--- src/design/rlcc_pkg.sv ---
package rlcc_pkg;

    localparam int LANES   = 4;
    localparam int LANE_W  = 16;
    localparam int WORD_W  = LANES * LANE_W;
    localparam int IDX_W   = 8;
    localparam int PIX_W   = 24;
    localparam int FMT_W   = 4;
    localparam int SUM_W   = LANE_W + 2;
    localparam int ADDR_W  = 3;
    localparam int DATA_W  = 32;

    localparam logic signed [SUM_W-1:0] LANE_MAX = SUM_W'(32767);
    localparam logic signed [SUM_W-1:0] LANE_MIN = -SUM_W'(32768);

    // Register map, word index (paddr[ADDR_W-1:2])
    localparam logic [ADDR_W-3:0] REG_PIXEL_FORMAT = '0;

    typedef enum logic [1:0] {
        OP_CONVERT    = 2'd0,
        OP_TABLE_WR   = 2'd1,
        OP_PALETTE_WR = 2'd2
    } op_t;

    typedef enum logic [1:0] {
        SEL_RED   = 2'd0,
        SEL_GREEN = 2'd1,
        SEL_BLUE  = 2'd2
    } table_sel_t;

    typedef enum logic [FMT_W-1:0] {
        FMT_BGR    = 4'd0,
        FMT_RGB    = 4'd1,
        FMT_B5G5R5 = 4'd2,
        FMT_B5G6R5 = 4'd3,
        FMT_GRAY   = 4'd4,
        FMT_INDEX8 = 4'd5,
        FMT_INDEX4 = 4'd6,
        FMT_INDEX2 = 4'd7,
        FMT_INDEX1 = 4'd8
    } fmt_t;

    // One issue slot from the item stage toward the lookup stage
    typedef struct packed {
        logic             enter;        // a pixel or palette write moves to the sum stage
        logic             rd_tables;
        logic             rd_palette;
        logic             from_palette;
        logic             pal_write;
        logic             last;
        logic [IDX_W-1:0] r_addr;
        logic [IDX_W-1:0] g_addr;
        logic [IDX_W-1:0] b_addr;
        logic [IDX_W-1:0] pal_addr;
        logic [IDX_W-1:0] pal_wr_idx;
    } issue_t;

    typedef struct packed {
        logic              en;
        logic [1:0]        sel;
        logic [IDX_W-1:0]  addr;
        logic [WORD_W-1:0] data;
    } tbl_wr_t;

    typedef struct packed {
        logic              en;
        logic [IDX_W-1:0]  addr;
        logic [WORD_W-1:0] data;
    } pal_wr_t;

endpackage

--- src/design/rlcc_issue.sv ---
module rlcc_issue (
    input  logic                          aclk,
    input  logic                          aresetn,
    input  logic                          s_valid,
    output logic                          s_ready,
    input  logic [1:0]                    s_operation,
    input  logic [rlcc_pkg::PIX_W-1:0]    s_pixel_bytes,
    input  logic [1:0]                    s_table_select,
    input  logic [rlcc_pkg::IDX_W-1:0]    s_entry_index,
    input  logic [rlcc_pkg::WORD_W-1:0]   s_lane_word,
    input  logic [rlcc_pkg::FMT_W-1:0]    pixel_format,
    input  logic                          b_open,
    output rlcc_pkg::issue_t              req,
    output rlcc_pkg::tbl_wr_t             tbl_wr
);

    logic                          a_valid_reg;
    logic [1:0]                    op_reg;
    logic [rlcc_pkg::PIX_W-1:0]    pix_reg;
    logic [1:0]                    sel_reg;
    logic [rlcc_pkg::IDX_W-1:0]    idx_reg;
    logic [rlcc_pkg::WORD_W-1:0]   lanes_reg;
    logic [2:0]                    cnt_reg;

    logic       fire;
    logic       done;
    logic       emit;
    logic [2:0] last_cnt;
    logic [7:0] byte0, byte1, byte2;
    logic [7:0] shifted;
    logic [15:0] c16;

    function automatic logic [7:0] widen5(input logic [4:0] v);
        widen5 = {v, v[4:2]};
    endfunction

    function automatic logic [7:0] widen6(input logic [5:0] v);
        widen6 = {v, v[5:4]};
    endfunction

    assign byte0 = pix_reg[7:0];
    assign byte1 = pix_reg[15:8];
    assign byte2 = pix_reg[23:16];
    assign c16   = pix_reg[15:0];
    assign fire  = a_valid_reg && b_open;

    always_comb begin
        emit     = 1'b0;
        last_cnt = 3'd0;
        shifted  = 8'd0;
        req      = '0;
        tbl_wr   = '0;
        case (rlcc_pkg::op_t'(op_reg))
            rlcc_pkg::OP_CONVERT: begin
                case (rlcc_pkg::fmt_t'(pixel_format))
                    rlcc_pkg::FMT_BGR: begin
                        emit = 1'b1;
                        req.r_addr = byte2;
                        req.g_addr = byte1;
                        req.b_addr = byte0;
                    end
                    rlcc_pkg::FMT_RGB: begin
                        emit = 1'b1;
                        req.r_addr = byte0;
                        req.g_addr = byte1;
                        req.b_addr = byte2;
                    end
                    rlcc_pkg::FMT_B5G5R5: begin
                        emit = 1'b1;
                        req.r_addr = widen5(c16[14:10]);
                        req.g_addr = widen5(c16[9:5]);
                        req.b_addr = widen5(c16[4:0]);
                    end
                    rlcc_pkg::FMT_B5G6R5: begin
                        emit = 1'b1;
                        req.r_addr = widen5(c16[15:11]);
                        req.g_addr = widen6(c16[10:5]);
                        req.b_addr = widen5(c16[4:0]);
                    end
                    rlcc_pkg::FMT_GRAY: begin
                        emit = 1'b1;
                        req.r_addr = byte0;
                        req.g_addr = byte0;
                        req.b_addr = byte0;
                    end
                    rlcc_pkg::FMT_INDEX8: begin
                        emit = 1'b1;
                        req.from_palette = 1'b1;
                        req.pal_addr = byte0;
                    end
                    rlcc_pkg::FMT_INDEX4: begin
                        emit = 1'b1;
                        req.from_palette = 1'b1;
                        last_cnt = 3'd1;
                        shifted = byte0 << {cnt_reg[0], 2'b00};
                        req.pal_addr = {4'd0, shifted[7:4]};
                    end
                    rlcc_pkg::FMT_INDEX2: begin
                        emit = 1'b1;
                        req.from_palette = 1'b1;
                        last_cnt = 3'd3;
                        shifted = byte0 << {cnt_reg[1:0], 1'b0};
                        req.pal_addr = {6'd0, shifted[7:6]};
                    end
                    rlcc_pkg::FMT_INDEX1: begin
                        emit = 1'b1;
                        req.from_palette = 1'b1;
                        last_cnt = 3'd7;
                        shifted = byte0 << cnt_reg;
                        req.pal_addr = {7'd0, shifted[7]};
                    end
                    default: begin
                        emit = 1'b0;
                    end
                endcase
            end
            rlcc_pkg::OP_TABLE_WR: begin
                tbl_wr.en   = fire && (sel_reg != 2'd3);
                tbl_wr.sel  = sel_reg;
                tbl_wr.addr = idx_reg;
                tbl_wr.data = lanes_reg;
            end
            rlcc_pkg::OP_PALETTE_WR: begin
                req.pal_write  = 1'b1;
                req.r_addr     = byte2;
                req.g_addr     = byte1;
                req.b_addr     = byte0;
                req.pal_wr_idx = idx_reg;
            end
            default: begin
                emit = 1'b0;
            end
        endcase
        done           = (cnt_reg == last_cnt);
        req.last       = done;
        req.enter      = fire && (emit || req.pal_write);
        req.rd_palette = req.enter && req.from_palette;
        req.rd_tables  = req.enter && !req.from_palette;
    end

    assign s_ready = !a_valid_reg || (fire && done);

    always_ff @(posedge aclk) begin
        if (!aresetn) begin
            a_valid_reg <= 1'b0;
            cnt_reg     <= 3'd0;
        end else if (s_valid && s_ready) begin
            a_valid_reg <= 1'b1;
            cnt_reg     <= 3'd0;
        end else if (fire && done) begin
            a_valid_reg <= 1'b0;
        end else if (fire) begin
            cnt_reg <= cnt_reg + 3'd1;
        end
    end

    always_ff @(posedge aclk) begin
        if (s_valid && s_ready) begin
            op_reg    <= s_operation;
            pix_reg   <= s_pixel_bytes;
            sel_reg   <= s_table_select;
            idx_reg   <= s_entry_index;
            lanes_reg <= s_lane_word;
        end
    end

endmodule

--- config.mk ---
export PLATFORM = sky130hd
export DESIGN_NAME = rlcc_issue
export DESIGN_NICKNAME = d
export VERILOG_FILES = /design/src/design/rlcc_pkg.sv /design/src/design/rlcc_issue.sv
export SDC_FILE = /design/constraint.sdc
export NUM_CORES = 1
export LEC_CHECK = 0
export ABC_AREA = 1
export CELL_PAD_IN_SITES_DETAIL_PLACEMENT = 2
export CELL_PAD_IN_SITES_GLOBAL_PLACEMENT = 2
export CORE_UTILIZATION = 30
export DETAILED_ROUTE_END_ITERATION = 7
export DONT_BUFFER_PORTS = 1
export PLACE_DENSITY_LB_ADDON = 0.1
export SETUP_SLACK_MARGIN = 0.5
export SLEW_MARGIN = 30
export SYNTH_ARGS = -nofsm -noshare
export SYNTH_HDL_FRONTEND = slang
export SYNTH_SLANG_ARGS = --single-unit
export TNS_END_PERCENT = 5
--- constraint.sdc ---
create_clock -name aclk -period 4.3 [get_ports aclk]
set_input_delay 0.86 -clock aclk [delete_from_list [all_inputs] [get_ports aclk]]
set_output_delay 0.86 -clock aclk [all_outputs]
set_load 0.01 [all_outputs]
==> qor.tcl <==
set qor(result_of_the_run) {finished clean}
set qor(hold_path_class) {reg2reg}
set qor(arrival_ns) 2.37
set qor(final-seq-area_um2) 3083
set qor(detail_route.drc_violations) 0
set qor(area_share_of_the_largest_cell_type_after_synthesis_pct) 61.26
set qor(fin_worst_skew_ns) 0.007206
set qor(tritoncts_num_sinks) 104
set qor(antenna_violations_before_repair) 4
set qor(finalCriticalPeriod_ns) 3.226
set qor(p_sw_mw) 0.5915
set qor(via_count_of_the_first_global_routing_pass) 3736
set qor(final-hold-violation-count) 0
set qor(cts-root-buf) {clkbuf_16}
set qor(synth_cell_type_count) 30
set qor(cts_buffers) 9
set qor(chipWidth_um) 129.8
set qor(avgSynthCellArea_um2) 9.556
set qor(globalRoute.totalOverflow) 0
set qor(drt_pre_antenna_iters) 4
set qor(final_count_of_pins_violating_max_slew) 0
set qor(multi_input_comb_area_um2) 1289
set qor(cts-hold-fix-buffers) 0
set qor(postCtsSetupBuffers) 0
set qor(power_switching_share_pct) 26.58
set qor(design.portCount) 230
set qor(max_clock_freq_ghz) 0.3099
set qor(layout_worst_path_cycle_share_pct) 75.03
set qor(grt_setup_unrepaired) {no}
set qor(tritoncts) {yes}
set qor(timing.setup.tns_ns) 0
set qor(post_cts.resized_instances) 0
set qor(critical_path_required_ns) 3.44
set qor(timing.critical_path.to_type) {primary output}
set qor(grtUsageTotal_pct) 18.25
set qor(hold-path-cell-count) 2
set qor(worst_setup_path_startpoint) {op_reg[0]$_DFFE_PP_}
set qor(htree_num_levels) 3
set qor(vdd.ir_drop.worst_v) 0.0001659
set qor(synth_nets) 622
set qor(maximum_capacitance_violations) 0
set qor(netlist_top_cells_area) {edfxtp_1, inv_1, nor2_1}
set qor(post-route-util_pct) 34.23
set qor(dr_total_vias) 3557
set qor(antenna_left) 0
set qor(regToRegSetupSlack_ns) 1.77
set qor(clock_power_share_pct) 36.8
set qor(synth_area_leader_cell) {edfxtp_1}
set qor(area.growth.synth_to_final_pct) 11.33
set qor(final_cell_area_excluding_filler_cells_um2) 5458
set qor(first_pass_grt_wire_length_um) 22310
set qor(worstMarginPinSlew_ns) 0.7900
set qor(start_util_pct) 30.75
set qor(worst_r2r_startpoint) {op_reg[0]$_DFFE_PP_}
set qor(buffer_ports.inserted) 0
set qor(fillerInstances) 1790
set qor(finish.net_count) 622
set qor(clkTransAtPathRegs_ns) 0.08
set qor(post_place_cell_area_um2) 5149
set qor(critical_path.max_fanout) 7
set qor(routed_vias_inst) 4.839
set qor(clkLatencyLatePin_ns) 0.35
set qor(finalSetupViolations) 0
set qor(timing.slew.headroom_pct) 47.33
set qor(placeable_core_region_um2) 15940
set qor(timing.critical_path.from_type) {flip-flop}
set qor(place.detailed.hpwl_um) 11880
set qor(detail_route.wl_per_cell_um) 20.91
set qor(ys_seq_elements) 104
set qor(pwr-share-seq_pct) 54.3
set qor(yosys_warnings) 0
set qor(power.static_leakage_nw) 2.298
set qor(post_synth_instance_area_um2) 4902
set qor(design.die.area_um2) 16860
set qor(place.gp.congestion) 0.8149
set qor(critical_path_start_end_classification) {reg2out}
set qor(synth_cells) 513
set qor(comb_power_share_pct) 8.8
set qor(drt_iter0_drc) 146
set qor(site_row_count) 46
set qor(synth_sequential_area_ratio_pct) 62.89
set qor(largest_register_ffs) 64
set qor(internal-power_mw) 1.633
set qor(grt_max_degree) 101
set qor(worstReg2RegEnd) {pix_reg[8]$_DFFE_PP_}
set qor(cts.path.max_buffers) 2
set qor(power_density_nw_per_um2) 407.7
set qor(worst-r2r-cell-count) 9
set qor(finalWirelength_um) 15370
set qor(layout_cells_sized_above_1_pct) 7.722
set qor(chipHeight_um) 129.8
set qor(worst_setup_path_endpoint) {req[28]}
worst min path at each step:
stage | startpoint | endpoint
5_1_grt | s_pixel_bytes[1] | pix_reg[1]$_DFFE_PP_
6_report | a_valid_reg$_SDFFE_PN0P_ | a_valid_reg$_SDFFE_PN0P_
2_1_floorplan | a_valid_reg$_SDFFE_PN0P_ | a_valid_reg$_SDFFE_PN0P_
3_5_place_dp | a_valid_reg$_SDFFE_PN0P_ | a_valid_reg$_SDFFE_PN0P_
4_1_cts | a_valid_reg$_SDFFE_PN0P_ | a_valid_reg$_SDFFE_PN0P_
3_3_place_gp | a_valid_reg$_SDFFE_PN0P_ | a_valid_reg$_SDFFE_PN0P_
routing by layer:
metal  track usage [%]  vias to the layer above  part of all wire, %
li1                  -                     1663                    -
met1             20.55                     1730                   39
met2             31.99                      143                   51
met3             7.134                       17                  8.4
met4             5.130                        4                  1.4
met5                 0                        -                 0.18
synthesized netlist by cell type:
master,count
inv_1,122
nor2_1,114
edfxtp_1,100
nand2_1,42
o21ai_0,26
o22ai_1,22
a21oi_1,14
nand3_1,10
a221oi_1,8
clkbuf_1,7
nand2_2,7
a211oi_1,6
inv_2,5
nor2_2,5
buf_2,4
dfxtp_1,4
a21oi_2,2
a31oi_1,2
o31ai_1,2
a21boi_0,1
a311oi_1,1
buf_1,1
buf_4,1
clkinv_1,1
ha_1,1
nor2_4,1
o211ai_1,1
o21a_1,1
xnor2_1,1
xor2_1,1
cells in the final DEF (no fill, tap or decap), types with 4 or more instances in the layout:
| cell type | synthesis | final |
|---|---|---|
| inv_1 | 122 | 121 |
| nor2_1 | 114 | 114 |
| edfxtp_1 | 100 | 100 |
| nand2_1 | 42 | 41 |
| o21ai_0 | 26 | 26 |
| o22ai_1 | 22 | 22 |
| a21oi_1 | 14 | 14 |
| nand3_1 | 10 | 10 |
| clkbuf_16 | 0 | 9 |
| a221oi_1 | 8 | 8 |
| nand2_2 | 7 | 7 |
| a211oi_1 | 6 | 6 |
| inv_2 | 5 | 5 |
| nor2_2 | 5 | 5 |
| dfxtp_1 | 4 | 4 |
power by group through the flow:
stage          registers (mW)  clock network (mW)  logic (mW)
6_report                 1.21               0.820       0.196
2_1_floorplan            1.22                   0       0.145
5_1_grt                  1.22               0.884       0.219
3_3_place_gp             1.23                   0       0.197
4_1_cts                  1.21               0.859       0.201
3_5_place_dp             1.23                   0       0.200
worst max-delay path, cell delays in order, from the launching register on:
cell and delay, ns:
edfxtp_1 0.48, nor2_2 0.29, inv_1 0.23, o31ai_1 0.39
inv_2 0.14, o21ai_0 0.48
per-stage QoR:
stage	instances	total power [mW]	setup slack, ns	hold WS, ns
finish	735	2.225	1.074	0.5649
CTS	734	2.270	1.088	0.5752
global placement	718	1.427	1.255	0.5516
floorplan	513	1.368	0.7567	0.5202
detailed placement	718	1.433	1.229	0.5552
global route	734	2.318	0.8983	0.5832
cell type report:
cell class	instances	area share (%)
diodes	1	0.04585
clock inverters	7	1.398
well taps	216	4.952
clock buffers	9	4.127
flip-flops and latches	104	56.49
multi-input cells	268	23.61
repair buffers	2	0.5044
inverters	128	8.872
cell families (layout without fill, tap and decap cells):
kind of cell             count (synthesis)  after routing  synth area share [%]
flip-flops                             104            104                 62.89
XOR/XNOR                                 2              2                0.3574
AO/OA/AOI/OAI                           86             86                 10.80
buffers and inverters                  141            146                 10.98
adder cells (fa/ha/maj)                  1              1                0.2552
other                                    0              1                     0
AND/OR/NAND/NOR                        179            179                 14.73
(Power assumes the default switching activity.)
