$ cat src/design/rlcc_pkg.sv
package rlcc_pkg;

    localparam int LANES   = 4;
    localparam int LANE_W  = 16;
    localparam int WORD_W  = LANES * LANE_W;
    localparam int IDX_W   = 8;
    localparam int PIX_W   = 24;
    localparam int FMT_W   = 4;
    localparam int SUM_W   = LANE_W + 2;
    localparam int ADDR_W  = 3;
    localparam int DATA_W  = 32;

    localparam logic signed [SUM_W-1:0] LANE_MAX = SUM_W'(32767);
    localparam logic signed [SUM_W-1:0] LANE_MIN = -SUM_W'(32768);

    // Register map, word index (paddr[ADDR_W-1:2])
    localparam logic [ADDR_W-3:0] REG_PIXEL_FORMAT = '0;

    typedef enum logic [1:0] {
        OP_CONVERT    = 2'd0,
        OP_TABLE_WR   = 2'd1,
        OP_PALETTE_WR = 2'd2
    } op_t;

    typedef enum logic [1:0] {
        SEL_RED   = 2'd0,
        SEL_GREEN = 2'd1,
        SEL_BLUE  = 2'd2
    } table_sel_t;

    typedef enum logic [FMT_W-1:0] {
        FMT_BGR    = 4'd0,
        FMT_RGB    = 4'd1,
        FMT_B5G5R5 = 4'd2,
        FMT_B5G6R5 = 4'd3,
        FMT_GRAY   = 4'd4,
        FMT_INDEX8 = 4'd5,
        FMT_INDEX4 = 4'd6,
        FMT_INDEX2 = 4'd7,
        FMT_INDEX1 = 4'd8
    } fmt_t;

    // One issue slot from the item stage toward the lookup stage
    typedef struct packed {
        logic             enter;        // a pixel or palette write moves to the sum stage
        logic             rd_tables;
        logic             rd_palette;
        logic             from_palette;
        logic             pal_write;
        logic             last;
        logic [IDX_W-1:0] r_addr;
        logic [IDX_W-1:0] g_addr;
        logic [IDX_W-1:0] b_addr;
        logic [IDX_W-1:0] pal_addr;
        logic [IDX_W-1:0] pal_wr_idx;
    } issue_t;

    typedef struct packed {
        logic              en;
        logic [1:0]        sel;
        logic [IDX_W-1:0]  addr;
        logic [WORD_W-1:0] data;
    } tbl_wr_t;

    typedef struct packed {
        logic              en;
        logic [IDX_W-1:0]  addr;
        logic [WORD_W-1:0] data;
    } pal_wr_t;

endpackage

$ cat src/design/rlcc_lane_sum.sv
module rlcc_lane_sum (
    input  logic                        aclk,
    input  logic                        aresetn,
    input  rlcc_pkg::issue_t            req,
    input  logic [rlcc_pkg::WORD_W-1:0] r_word,
    input  logic [rlcc_pkg::WORD_W-1:0] g_word,
    input  logic [rlcc_pkg::WORD_W-1:0] b_word,
    input  logic [rlcc_pkg::WORD_W-1:0] pal_word,
    output logic                        b_open,
    output rlcc_pkg::pal_wr_t           pal_wr,
    output logic                        m_valid,
    input  logic                        m_ready,
    output logic [rlcc_pkg::WORD_W-1:0] m_word,
    output logic                        m_last
);

    localparam int LW = rlcc_pkg::LANE_W;
    localparam int SW = rlcc_pkg::SUM_W;

    logic                        b_valid_reg;
    logic                        b_pal_src_reg;
    logic                        b_palwr_reg;
    logic                        b_last_reg;
    logic [rlcc_pkg::IDX_W-1:0]  b_idx_reg;
    logic                        c_valid_reg;
    logic [rlcc_pkg::WORD_W-1:0] c_word_reg;
    logic                        c_last_reg;

    logic                        c_free;
    logic                        b_adv;
    logic [rlcc_pkg::WORD_W-1:0] sum_word;
    logic [rlcc_pkg::WORD_W-1:0] b_word_out;
    logic signed [SW-1:0]        lane_sum [rlcc_pkg::LANES];

    always_comb begin
        for (int k = 0; k < rlcc_pkg::LANES; k++) begin
            lane_sum[k] = SW'(signed'(r_word[k*LW +: LW]))
                        + SW'(signed'(g_word[k*LW +: LW]))
                        + SW'(signed'(b_word[k*LW +: LW]));
            if (lane_sum[k] > rlcc_pkg::LANE_MAX) begin
                sum_word[k*LW +: LW] = rlcc_pkg::LANE_MAX[LW-1:0];
            end else if (lane_sum[k] < rlcc_pkg::LANE_MIN) begin
                sum_word[k*LW +: LW] = rlcc_pkg::LANE_MIN[LW-1:0];
            end else begin
                sum_word[k*LW +: LW] = lane_sum[k][LW-1:0];
            end
        end
    end

    assign b_word_out  = b_pal_src_reg ? pal_word : sum_word;
    assign c_free      = !c_valid_reg || m_ready;
    assign b_adv       = b_valid_reg && (b_palwr_reg || c_free);
    assign b_open      = !b_valid_reg || b_adv;
    assign pal_wr.en   = b_valid_reg && b_palwr_reg;
    assign pal_wr.addr = b_idx_reg;
    assign pal_wr.data = sum_word;

    always_ff @(posedge aclk) begin
        if (!aresetn) begin
            b_valid_reg <= 1'b0;
            c_valid_reg <= 1'b0;
        end else begin
            if (b_open) begin
                b_valid_reg <= req.enter;
            end
            if (b_adv && !b_palwr_reg) begin
                c_valid_reg <= 1'b1;
            end else if (m_ready) begin
                c_valid_reg <= 1'b0;
            end
        end
    end

    always_ff @(posedge aclk) begin
        if (b_open && req.enter) begin
            b_pal_src_reg <= req.from_palette;
            b_palwr_reg   <= req.pal_write;
            b_last_reg    <= req.last;
            b_idx_reg     <= req.pal_wr_idx;
        end
        if (b_adv && !b_palwr_reg) begin
            c_word_reg <= b_word_out;
            c_last_reg <= b_last_reg;
        end
    end

    assign m_valid = c_valid_reg;
    assign m_word  = c_word_reg;
    assign m_last  = c_last_reg;

endmodule
$ cat config.mk
export PLATFORM = sky130hd
export DESIGN_NAME = rlcc_lane_sum
export DESIGN_NICKNAME = d
export VERILOG_FILES = /design/src/design/rlcc_pkg.sv /design/src/design/rlcc_lane_sum.sv
export SDC_FILE = /design/constraint.sdc
export NUM_CORES = 1
export LEC_CHECK = 0
export BUFFER_PORTS_ARGS = -buffer_cell sky130_fd_sc_hd__buf_2
export CORE_AREA = 2 2 171 173
export CTS_CLUSTER_SIZE = 30
export DETAILED_ROUTE_END_ITERATION = 8
export DIE_AREA = 0 0 173 175
export HOLD_SLACK_MARGIN = 0.08
export PLACE_DENSITY_LB_ADDON = 0.12
export RECOVER_POWER = 100
export SYNTH_ARGS = -nofsm -noshare
export SYNTH_HDL_FRONTEND = slang
export SYNTH_SLANG_ARGS = --single-unit
$ cat constraint.sdc
create_clock -name aclk -period 4.6 [get_ports aclk]
set_input_delay 0.92 -clock aclk [delete_from_list [all_inputs] [get_ports aclk]]
set_output_delay 0.92 -clock aclk [all_outputs]
set_load 0.1 [all_outputs]
==> impl_summary.log, run 1 <==
[metrics] result of the run: complete, but fails checks
[metrics] violations in the final reports: max-capacitance violations, max-slew violations, negative setup slack
[metrics] crit path setup slack, layout: -385.4 ps
[metrics] Metal-1 WL: approximately 13000 um
[metrics] Top Ports: 445
[metrics] P&R area growth vs syn: 81.51%
[metrics] maximum number of pins on one net before global-route repair: a little under 50
[metrics] class of the most critical hold timing path: reg2reg
[metrics] Max Slew Vio Count: 22
[metrics] combined area of the multi-input logic cells: 6820 um^2
[metrics] total of hold buffers inserted after clock tree synthesis: 0
[metrics] top achievable clock speed: 0.2006 GHz
[metrics] TritonCTS clock tree: built
[metrics] Post-Route Setup TNS: -16490 ps
[metrics] leakage power total: 0.006656 uW
[metrics] post-synthesis instance area: 8389 um^2
[metrics] vias in the first global route: 9360
[metrics] Worst path max stage delay: 540 ps
[metrics] power consumption: ~11000 uW
[metrics] routed vias/inst: ~4.7
[metrics] peak ir drop on the vdd network: 629.1 uV
[metrics] Data arrival, critical path: 4070 ps
[metrics] transition time at the pin with the least slew margin: 2047 ps
[metrics] total routing resource utilization after global routing: 0.2014
[metrics] met3 wire length: 1785 um
[metrics] synthesis warning total: 0
[metrics] Slew headroom: -0.3672
[metrics] kind of end point of the critical path: primary output
[metrics] most frequent standard cell in the layout excluding fill and tap cells: buf_2
[metrics] number of instances in the synthesized netlist: ~850
[metrics] latest clock arrival within the worst-skew pair: 350 ps
[metrics] number of violations of the max-capacitance limit: 1
[metrics] crit path buf inv count: 5
[metrics] CTS buffer count: 9
[metrics] average wire per cell in the routed design: around 17 um
[metrics] number of distinct standard cells referenced by the synthesized netlist: 76
[metrics] register clock-pin slew on the reported worst setup and hold paths: 70 ps
[metrics] number of antenna violations at the first check in global routing: 5
[metrics] proportion of synthesized chip area in sequential cells: 0.2768
[metrics] slowest library cell on the worst path: fa_1
[metrics] number of flip-flops under the largest register name: 64
[metrics] wire length of the first global-routing pass: 48470 um
[metrics] share of synthesized flip-flops with an asynchronous set or reset: 0
[metrics] global route total overflow: 0
[metrics] Post-route DRC: 0
[metrics] CTS root buf: clkbuf_16
[metrics] FF-to-FF path depth: 3
[metrics] overall die width: ~170 um
[metrics] buffer depth of the longest clock path: 2
[metrics] core box area: between 20000 and 30000 um^2
[metrics] register bit total from synthesis: 78
[metrics] WP data required: about 3700 ps
[metrics] CTS sink count: between 70 and 80
[metrics] Total Die Area: 30280 um^2
[metrics] class of the most critical setup path: in2out
[metrics] cell types with the largest area share after synthesis: edfxtp_1 27%, fa_1 16%, ha_1 9.5%, a21oi_1 5.7%, nand2_1 3.5%
[metrics] highest net fanout along the worst path: 8
[metrics] top layer reached by signal wires: met5
[metrics] final critical delay including setup and external delays: 4985 ps
[metrics] average footprint of a synthesized cell: approximately 10 um^2
[metrics] Final Hold Violating Endpoints: 0
[metrics] type of origin of the critical path: input pin
[metrics] critical path cell sequence: buf_8 > inv_8 > fa_1 > inv_2 > ha_4 > fa_2 > a21oi_2 > o211ai_1 > a31o_2 > a211o_1 > a211oi_4 > buf_4 > o21ai_4 > and2_4 > o21a_4 > buf_12
[metrics] die outline height: 175 um
[metrics] leading register cell type out of synthesis: edfxtp_1
[metrics] first-pass iteration count of the detailed router: 4
[metrics] Min-Delay Path Depth: 0
[metrics] number of failing setup endpoints in the final timing report: 61
[metrics] dominant delay contributor by cell family on the critical path: compound AO/OA/AOI/OAI gates
[metrics] top-area cell type share of the netlist area: 0.2720
[metrics] final estimated routing congestion in global placement: ~0.85
[metrics] net count after synthesis: 1285
[metrics] sequential cell area: roughly 2300 um^2
[metrics] power density over cell area: ~740 nW/um^2
[metrics] number of nets with antenna violations after detailed routing: 0
[metrics] RSZ-0062 raised after global routing: true
[metrics] leading cell types in the layout, fill and taps excluded: 261 x buf_2, 190 x buf_4, 87 x clkbuf_1
[metrics] number of input and output port buffers inserted: 410
[metrics] Detailed Route WL: between 30000 and 40000 um
[metrics] Post-synth EDFFs: 76
[metrics] Final period util: 1.084
[metrics] First DRT Iteration DRCs: between 300 and 400
[metrics] Levels on crit path: 16
[metrics] effective utilization at floorplan: 0.2955
[metrics] total number of H-tree levels: 3
[metrics] via count: 8847
[metrics] post-layout net count: 1915
[metrics] length of routed met2 wiring: 16000 um
[metrics] dominant cell type by area after synthesis: edfxtp_1
[metrics] proportion of layout cells with a drive suffix above 1: 0.5047
[metrics] worst clock skew on the final layout: 9.569 ps
[metrics] number of placement rows: slightly above 60
[metrics] filler instances: 2665
[metrics] post-detailed-placement half-perimeter wirelength: about 25000 um
## synthesized netlist by cell type (all sizes together), types with 4 or more instances
cell type,instances
a211o,4
a211oi,9
a21boi,18
a21o,19
a21oi,105
a2bb2oi,11
a31oi,7
and2,6
and3,7
buf,11
clkbuf,19
edfxtp,76
fa,68
ha,64
inv,45
mux2,19
nand2,79
nand2b,7
nand3,20
nand3b,4
nand4,4
nor2,39
nor2b,9
nor3,8
o211ai,4
o21a,12
o21ai,57
o21bai,7
o311ai,13
o31ai,5
or3,8
xnor2,21
xor2,26
## per-stage QoR
stage	instances	instance area [um^2]	util	worst slack, ps	hold slack (ps)
final	1869	15230	0.5363	-385.4	429.7
after global routing	1867	15220	0.5361	-487.0	441.4
after CTS	1860	15220	0.5359	-348.7	432.6
after detailed placement	1813	14170	0.4993	-759.1	416.5
after global placement	1813	14170	0.4993	-718.7	409.7
after floorplan	848	9285	-	-468.1	400.3
## power breakdown
part	total (uW)	switching, uW	internal (uW)	leakage, uW
Combinational	9650	5800	3840	0.00579
Clock	792	320	472	0.000144
Sequential	896	11.3	885	0.000718
## repair_timing
| item | in CTS | in global routing |
|---|---|---|
| endpoints found under the setup margin | 62 | 62 |
| gates resized for setup | 94 | 39 |
| gates cloned | 5 | 0 |
| pin swaps | 55 | 25 |
| buffers inserted | 29 | 7 |
## worst register-to-register path, stage by stage (launching register included)
cell	delay [ps]
edfxtp_1	370
nand2b_1	190
nor2b_1	1530
clkbuf_2	1200
## path summary, 6_finish.rpt
check	endpoint	slack, ps	startpoint
max reg2reg	m_word[36]	890	b_palwr_reg
max	pal_wr[49]	-390	b_word[49]
min	m_last	430	b_last_reg
min reg2reg	m_last	430	b_last_reg
## logic make-up (layout without fill, tap and decap cells)
logic type | count (synthesis) | count (layout) | share of synthesized area
AO/OA/AOI/OAI | 290 | 290 | 0.2295
AND/OR/NAND/NOR | 205 | 205 | 0.1180
adder cells (fa/ha/maj) | 132 | 132 | 0.2577
flip-flops | 78 | 78 | 0.2768
buffers and inverters | 76 | 710 | 0.03863
XOR/XNOR | 47 | 47 | 0.04907
multiplexers | 20 | 20 | 0.03028
other | 0 | 3 | 0
## layout make-up
class | count | share of cell area
multi-input cells | 694 | 0.4479
repair buffers | 650 | 0.3339
flip-flops and latches | 78 | 0.1525
well taps | 384 | 0.03155
clock buffers | 9 | 0.01479
inverters | 45 | 0.01315
clock inverters | 6 | 0.005752
diodes | 3 | 0.0004930
## routing by layer
| metal | up-vias | track usage |
|---|---|---|
| met5 | - | 0 |
| met4 | 4 | 0.06144 |
| met3 | 40 | 0.03873 |
| met2 | 280 | 0.3673 |
| met1 | 4148 | 0.2386 |
| li1 | 4375 | - |
Note: power is estimated with default switching activity, not from simulation.
==> run 2, diff against run 1 <==
--- a/config.mk
+++ b/config.mk
@@ -5,14 +5,16 @@
 export SDC_FILE = /design/constraint.sdc
 export NUM_CORES = 1
 export LEC_CHECK = 0
+export ABC_AREA = 1
 export BUFFER_PORTS_ARGS = -buffer_cell sky130_fd_sc_hd__buf_2
-export CORE_AREA = 2 2 171 173
+export CORE_AREA = 2 2 174 176
 export CTS_CLUSTER_SIZE = 30
 export DETAILED_ROUTE_END_ITERATION = 8
-export DIE_AREA = 0 0 173 175
+export DIE_AREA = 0 0 176 178
 export HOLD_SLACK_MARGIN = 0.08
 export PLACE_DENSITY_LB_ADDON = 0.12
 export RECOVER_POWER = 100
+export SLEW_MARGIN = 20
 export SYNTH_ARGS = -nofsm -noshare
 export SYNTH_HDL_FRONTEND = slang
 export SYNTH_SLANG_ARGS = --single-unit
==> impl_summary.log, run 2 <==
[metrics] net count after synthesis: 1694 (+32%)
[metrics] effective utilization at floorplan: 0.3144 (+0.01896)
[metrics] highest net fanout along the worst path: 7 (-1)
[metrics] CTS sink count: 78 (unchanged)
[metrics] number of failing setup endpoints in the final timing report: 0 (-100%)
[metrics] average footprint of a synthesized cell: 7.355 um^2 (-26%)
[metrics] non-filler instance count after layout: 2094 (+12%)
[metrics] WP data required: 3680 ps (about the same)
[metrics] post-placement setup slack: 9.153 ps (+768.3 ps)
[metrics] post-detailed-placement half-perimeter wirelength: 25180 um (-0.85%)
[metrics] overall die width: 176 um (+1.7%)
[metrics] dominant cell type by area after synthesis: edfxtp_1
[metrics] CTS buffer count: 9 (unchanged)
[metrics] filler instances: 3063 (+15%)
[metrics] TritonCTS clock tree: built
[metrics] final estimated routing congestion in global placement: 0.8506 (about the same)
[metrics] most prevalent standard cell on the critical path: nand2_2
[metrics] Slew headroom: -0.9142 (-0.5470)
[metrics] Total Die Area: 31330 um^2 (+3.5%)
[metrics] register bit total from synthesis: 78 (unchanged)
[metrics] total routing resource utilization after global routing: 0.1886 (-0.01274)
[metrics] most frequent standard cell in the layout excluding fill and tap cells: nand2_1
[metrics] dominant delay contributor by cell family on the critical path: adder cells
[metrics] critical path cell sequence: buf_2 > inv_8 > fa_1 > inv_1 > ha_2 > fa_2 > nand2_1 > nand2_2 > nand4_1 > nand2_2 > nand2_2 > nand2_1 > nand2_2 > nand2_8 > nand2_8 > clkinvlp_4 > a21oi_4 > buf_12
[metrics] worst hold slack: 506.4 ps (+76.71 ps)
[metrics] Post-route DRC: 0 (unchanged)
[metrics] kind of end point of the critical path: primary output
[metrics] Top Ports: 445 (unchanged)
[metrics] CTS root buf: clkbuf_16
[metrics] class of the most critical setup path: in2out
[metrics] Data arrival, critical path: 3550 ps (-520 ps)
[metrics] core box area: 29400 um^2 (+3.6%)
[metrics] leakage power total: 0.007024 uW (+5.5%)
[metrics] die outline height: 178 um (+1.7%)
[metrics] synthesis warning total: 0 (unchanged)
[metrics] number of violations of the max-capacitance limit: 1 (unchanged)
[metrics] Detailed Route WL: 30620 um (-1.4%)
[metrics] proportion of layout cells with a drive suffix above 1: 0.3159 (-0.1888)
[metrics] wire length of the first global-routing pass: 46150 um (-4.8%)
[metrics] Worst path max stage delay: 530 ps (about the same)
[metrics] number of antenna violations at the first check in global routing: 2 (-3)
[metrics] transition time at the pin with the least slew margin: 2861 ps (+814.1 ps)
[metrics] average wire per cell in the routed design: 14.62 um (-12%)
[metrics] total of hold buffers inserted after clock tree synthesis: 0 (unchanged)
[metrics] post-layout net count: 2135 (+11%)
[metrics] latest clock arrival within the worst-skew pair: 350 ps (about the same)
[metrics] most frequent cell after synthesis: nand2_1
[metrics] routed vias/inst: 4.461 (-5.8%)
[metrics] slowest library cell on the worst path: fa_1
[metrics] number of flip-flops under the largest register name: 64 (unchanged)
[metrics] number of input and output port buffers inserted: 410 (unchanged)
[metrics] crit path setup slack, layout: 127.7 ps (+513.2 ps)
[metrics] global route total overflow: 0 (unchanged)
[metrics] power density over cell area: 690.7 nW/um^2 (-7.2%)
[metrics] leading register cell type out of synthesis: edfxtp_1
[metrics] setup slack, reg-to-reg: 480 ps (-410 ps)
[metrics] final instance area: 13520 um^2 (-11%)
[metrics] proportion of synthesized chip area in sequential cells: 0.2512 (-0.02562)
[metrics] first-pass iteration count of the detailed router: 5 (+1)
[metrics] type of origin of the critical path: input pin
[metrics] post-synthesis instance area: 9245 um^2 (+10%)
[metrics] class of the most critical hold timing path: reg2reg
[metrics] buffer depth of the longest clock path: 2 (unchanged)
[metrics] top-area cell type share of the netlist area: 0.2469 (-0.02518)
[metrics] number of instances in the synthesized netlist: 1257 (+48%)
[metrics] via count: 9341 (+5.6%)
[metrics] First DRT Iteration DRCs: 311 (-6.3%)
[metrics] final critical delay including setup and external delays: 4472 ps (-513.2 ps)
[metrics] P&R area growth vs syn: 46.27%
[metrics] Post-Route Setup TNS: 0 ps (+16490 ps)
[metrics] number of nets with antenna violations after detailed routing: 0 (unchanged)
[metrics] result of the run: complete, but fails checks
[metrics] Placed Cells incl. Taps: 2051 (+13%)
[metrics] cell types with the largest area share after synthesis: edfxtp_1 25%, nand2_1 22%, fa_1 15%, ha_1 8.7%, inv_1 6.7%
[metrics] total number of H-tree levels: 3 (unchanged)
[metrics] worst clock skew on the final layout: 5.044 ps (-4.525 ps)
[metrics] share of synthesized flip-flops with an asynchronous set or reset: 0 (unchanged)
[metrics] ranking of synthesized cells by instance count: 540 x nand2_1, 164 x inv_1, 76 x edfxtp_1
[metrics] Post-synth EDFFs: 76 (unchanged)
[metrics] leading cell types in the layout, fill and taps excluded: 516 x nand2_1, 267 x buf_2, 158 x inv_1
[metrics] peak ir drop on the vdd network: 599.5 uV (-4.7%)
[metrics] Final Hold Violating Endpoints: 0 (unchanged)
[metrics] number of distinct standard cells referenced by the synthesized netlist: 31 (-59%)
[metrics] cell area after placement: 13020 um^2 (-8.2%)
[metrics] crit path buf inv count: 5 (unchanged)
[metrics] vias in the first global route: 9024 (-3.6%)
[metrics] number of placement rows: 63 (+1.6%)
[metrics] register clock-pin slew on the reported worst setup and hold paths: 70 ps (about the same)
[metrics] Max Slew Vio Count: 30 (+36%)
[metrics] violations in the final reports: max-capacitance violations, max-slew violations
[metrics] maximum number of pins on one net before global-route repair: 69 (+41%)
[metrics] Final period util: 0.9722 (-0.1116)
[metrics] top achievable clock speed: 0.2236 GHz (+11%)
## run 2: cells by family (layout without fill, tap and decap cells)
group                      count (synthesis)  after routing  share of synthesized area
and+or+nand+nor                          739            742                     0.3452
buffers and inverters                    197            640                    0.08986
adders and majority gates                132            132                     0.2339
DFF                                       78             78                     0.2512
AOI/OAI and AO/OA                         71             71                    0.04195
xor gates and xnor gates                  40             40                    0.03789
other                                      0              1                          0
## run 2: timing repair
| item | 4_1_cts | 5_1_grt |
|---|---|---|
| setup endpoints to repair | 0 | 56 |
| setup buffers | 0 | 23 |
| resized for setup | 0 | 32 |
## run 2: report_power, final
| part | internal [uW] | switching (uW) | total (uW) |
|---|---|---|---|
| registers | 871 | 11.3 | 882 |
| logic | 2490 | 5160 | 7660 |
| clock network | 436 | 367 | 802 |
| total | 3800 | 5540 | 9340 |
## run 2: layer usage
layer,vias to the layer above,share of wire,global-route usage
met5,-,0.00036,0
met4,2,0.013,0.03960
met3,23,0.070,0.04263
met2,297,0.50,0.3445
met1,4231,0.42,0.2266
li1,4788,-,-
## run 2: path summary, 6_finish.rpt
kind	to	start	cells after the start
max	pal_wr[50]	b_word[49]	18
min reg2reg	m_last	b_last_reg	0
min	m_last	b_last_reg	0
max reg2reg	m_word[35]	b_palwr_reg	4
## run 2: worst reg2reg max path: stages, from the launching register on
cell and delay (ps):
edfxtp_1 380, nor2_1 110, inv_1 60, nor2_1 2090, clkbuf_2 1080
## run 2: metrics by stage
step | power, uW | utilization
4_1_cts | 9201 | 0.4533
3_3_place_gp | 8355 | 0.4427
5_1_grt | 9818 | 0.4599
3_5_place_dp | 8375 | 0.4427
6_report | 9340 | 0.4599
2_1_floorplan | 5933 | -
## run 2: area by class of cell
type / count / area [um^2] / share of cell area
antenna: 1 / 2.502 / 0.0001850
clock buffer: 9 / 225.2 / 0.01665
clock inverter: 7 / 87.58 / 0.006477
inverter: 175 / 698.2 / 0.05163
multi-input combinational: 985 / 6470 / 0.4784
sequential: 78 / 2322 / 0.1717
tap: 390 / 488.0 / 0.03608
timing repair buffer: 449 / 3229 / 0.2388
==> run 3, diff against run 2 <==
--- a/config.mk
+++ b/config.mk
@@ -7,10 +7,10 @@
 export LEC_CHECK = 0
 export ABC_AREA = 1
 export BUFFER_PORTS_ARGS = -buffer_cell sky130_fd_sc_hd__buf_2
-export CORE_AREA = 2 2 174 176
+export CORE_AREA = 2 2 173 175
 export CTS_CLUSTER_SIZE = 30
 export DETAILED_ROUTE_END_ITERATION = 8
-export DIE_AREA = 0 0 176 178
+export DIE_AREA = 0 0 175 177
 export HOLD_SLACK_MARGIN = 0.08
 export PLACE_DENSITY_LB_ADDON = 0.12
 export RECOVER_POWER = 100
==> impl_summary.log, run 3 (synthesis gave the netlist of run 2 again) <==
[metrics] Final Hold Violating Endpoints: 0 (unchanged)
[metrics] number of input and output port buffers inserted: 410 (unchanged)
[metrics] core box area: 29240 um^2 (-0.54%)
[metrics] Post-route DRC: 0 (unchanged)
[metrics] peak ir drop on the vdd network: 524.5 uV (-13%)
[metrics] average wire per cell in the routed design: 14.54 um (-0.59%)
[metrics] violations in the final reports: max-capacitance violations, max-slew violations
[metrics] total number of H-tree levels: 3 (unchanged)
[metrics] Final period util: 0.9687 (-0.003524)
[metrics] WP data required: 3680 ps (about the same)
[metrics] sequential cell area: 2322 um^2 (unchanged)
[metrics] FF-to-FF path depth: 4 (unchanged)
[metrics] Max Slew Vio Count: 66 (+120%)
[metrics] total of hold buffers inserted after clock tree synthesis: 0 (unchanged)
[metrics] Detailed Route WL: 30300 um (-1.1%)
[metrics] P&R area growth vs syn: 45.43%
[metrics] Slew headroom: -0.2980 (+0.6162)
[metrics] class of the most critical hold timing path: reg2reg
[metrics] transition time at the pin with the least slew margin: 1947 ps (-913.7 ps)
[metrics] routed vias/inst: 4.464 (about the same)
[metrics] CTS sink count: 78 (unchanged)
[metrics] die outline height: 177 um (-0.56%)
[metrics] top achievable clock speed: 0.2244 GHz (+0.36%)
[metrics] number of failing setup endpoints in the final timing report: 0 (unchanged)
[metrics] wire length of the first global-routing pass: 46800 um (+1.4%)
[metrics] Total Die Area: 30980 um^2 (-1.1%)
[metrics] Min-Delay Path Depth: 0 (unchanged)
[metrics] highest net fanout along the worst path: 6 (-1)
[metrics] combined area of the multi-input logic cells: 6460 um^2 (-0.15%)
[metrics] First DRT Iteration DRCs: 388 (+25%)
[metrics] overall die width: 175 um (-0.57%)
[metrics] cell area after placement: 13000 um^2 (about the same)
[metrics] Endpoint, Worst Hold: m_last
[metrics] number of antenna violations at the first check in global routing: 5 (+3)
[metrics] number of placement rows: 63 (unchanged)
[metrics] number of violations of the max-capacitance limit: 1 (unchanged)
[metrics] via count: 9302 (-0.42%)
[metrics] total routing resource utilization after global routing: 0.1917 (+0.003134)
[metrics] result of the run: complete, but fails checks
[metrics] Post-Route Setup TNS: 0 ps (unchanged)
[metrics] class of the most critical setup path: in2out
[metrics] post-detailed-placement half-perimeter wirelength: 24900 um (-1.1%)
[metrics] start point of the worst hold path: b_last_reg
[metrics] TritonCTS clock tree: built
[metrics] post-layout net count: 2123 (-0.56%)
[metrics] kind of end point of the critical path: primary output
[metrics] worst clock skew on the final layout: 9.125 ps (+4.081 ps)
[metrics] buffer depth of the longest clock path: 2 (unchanged)
[metrics] most frequent standard cell in the layout excluding fill and tap cells: nand2_1
[metrics] global route total overflow: 0 (unchanged)
[metrics] leakage power total: 0.006973 uW (-0.71%)
[metrics] first-pass iteration count of the detailed router: 5 (unchanged)
[metrics] register clock-pin slew on the reported worst setup and hold paths: 70 ps (about the same)
[metrics] leading cell types in the layout, fill and taps excluded: 516 x nand2_1, 269 x buf_2, 158 x inv_1
[metrics] setup slack, reg-to-reg: 2100 ps (+1620 ps)
[metrics] worst hold slack: 427.6 ps (-78.81 ps)
[metrics] number of nets with antenna violations after detailed routing: 0 (unchanged)
[metrics] CTS root buf: clkbuf_16
[metrics] reg2reg end: m_word[58]
[metrics] type of origin of the critical path: input pin
[metrics] CTS buffer count: 9 (unchanged)
[metrics] proportion of layout cells with a drive suffix above 1: 0.3134 (-0.002489)
[metrics] filler instances: 3030 (-1.1%)
[metrics] Data arrival, critical path: 3540 ps (about the same)
[metrics] Top Ports: 445 (unchanged)
[metrics] effective utilization at floorplan: 0.3161 (+0.001695)
[metrics] number of flip-flops under the largest register name: 64 (unchanged)
[metrics] final critical delay including setup and external delays: 4456 ps (-16.21 ps)
[metrics] power density over cell area: 688.1 nW/um^2 (-0.37%)
[metrics] worst reg2reg startpoint: b_palwr_reg
[metrics] vias in the first global route: 9055 (+0.34%)
[metrics] maximum number of pins on one net before global-route repair: 69 (unchanged)
[metrics] latest clock arrival within the worst-skew pair: 350 ps (about the same)
[metrics] final estimated routing congestion in global placement: 0.8606 (+1.2%)
[metrics] final instance area: 13450 um^2 (-0.57%)
-- run 3: worst max-delay path, cell delays in order --
cell	delay (ps)
buf_2	130
inv_8	30
fa_1	520
inv_1	40
ha_2	180
fa_2	370
nand2_1	80
nand2_2	60
nand4_1	100
nand2_2	90
nand2_2	110
nand3_1	190
nand2_8	150
nand2_8	80
buf_4	140
nand2_1	60
nand2_2	90
buf_12	180
-- run 3: power by group --
group	switching [uW]	internal [uW]	total, uW
logic	5130	2450	7570
registers	10.7	871	882
clock network	362	435	798
-- run 3: worst max path at each step --
stage / endpoint / start / slack (ps) / cells after the start
floorplan: pal_wr[32] / b_word[33] / -30 / 17
global placement: pal_wr[2] / r_word[1] / 40 / 18
detailed placement: pal_wr[50] / b_word[49] / 4 / 18
CTS: pal_wr[50] / b_word[49] / 4 / 18
global route: pal_wr[33] / b_word[33] / -9 / 18
finish: pal_wr[61] / b_word[49] / 140 / 18
-- run 3: final cells by class --
class | instances | area share
Multi-Input combinational cell | 984 | 0.4805
Timing Repair Buffer | 438 | 0.2352
Sequential cell | 78 | 0.1727
Inverter | 175 | 0.05155
Tap cell | 390 | 0.03629
Clock buffer | 9 | 0.01675
Clock inverter | 7 | 0.006514
Antenna cell | 3 | 0.0005583
-- run 3: what timing repair did --
action,CTS,global route
setup buffers,0,12
gates resized for setup,0,32
endpoints found under the setup margin,0,55
-- run 3: metrics by stage --
step	worst slack, ps	std cells	utilization	power, uW
final	143.9	2084	0.4598	9252
after global routing	-8.904	2083	0.4597	9737
after CTS	3.691	2067	0.4554	9196
after detailed placement	4.499	2051	0.4447	8368
after global placement	39.46	2051	0.4447	8350
after floorplan	-26.40	1257	-	5933
-- run 3: per-layer routing --
| metal | up-vias | wire, um | GRT usage |
|---|---|---|---|
| met5 | - | 30 | 0 |
| met4 | 4 | 314 | 0.04410 |
| met3 | 25 | 2120 | 0.04961 |
| met2 | 288 | 15090 | 0.3417 |
| met1 | 4217 | 12740 | 0.2315 |
| li1 | 4768 | - | - |
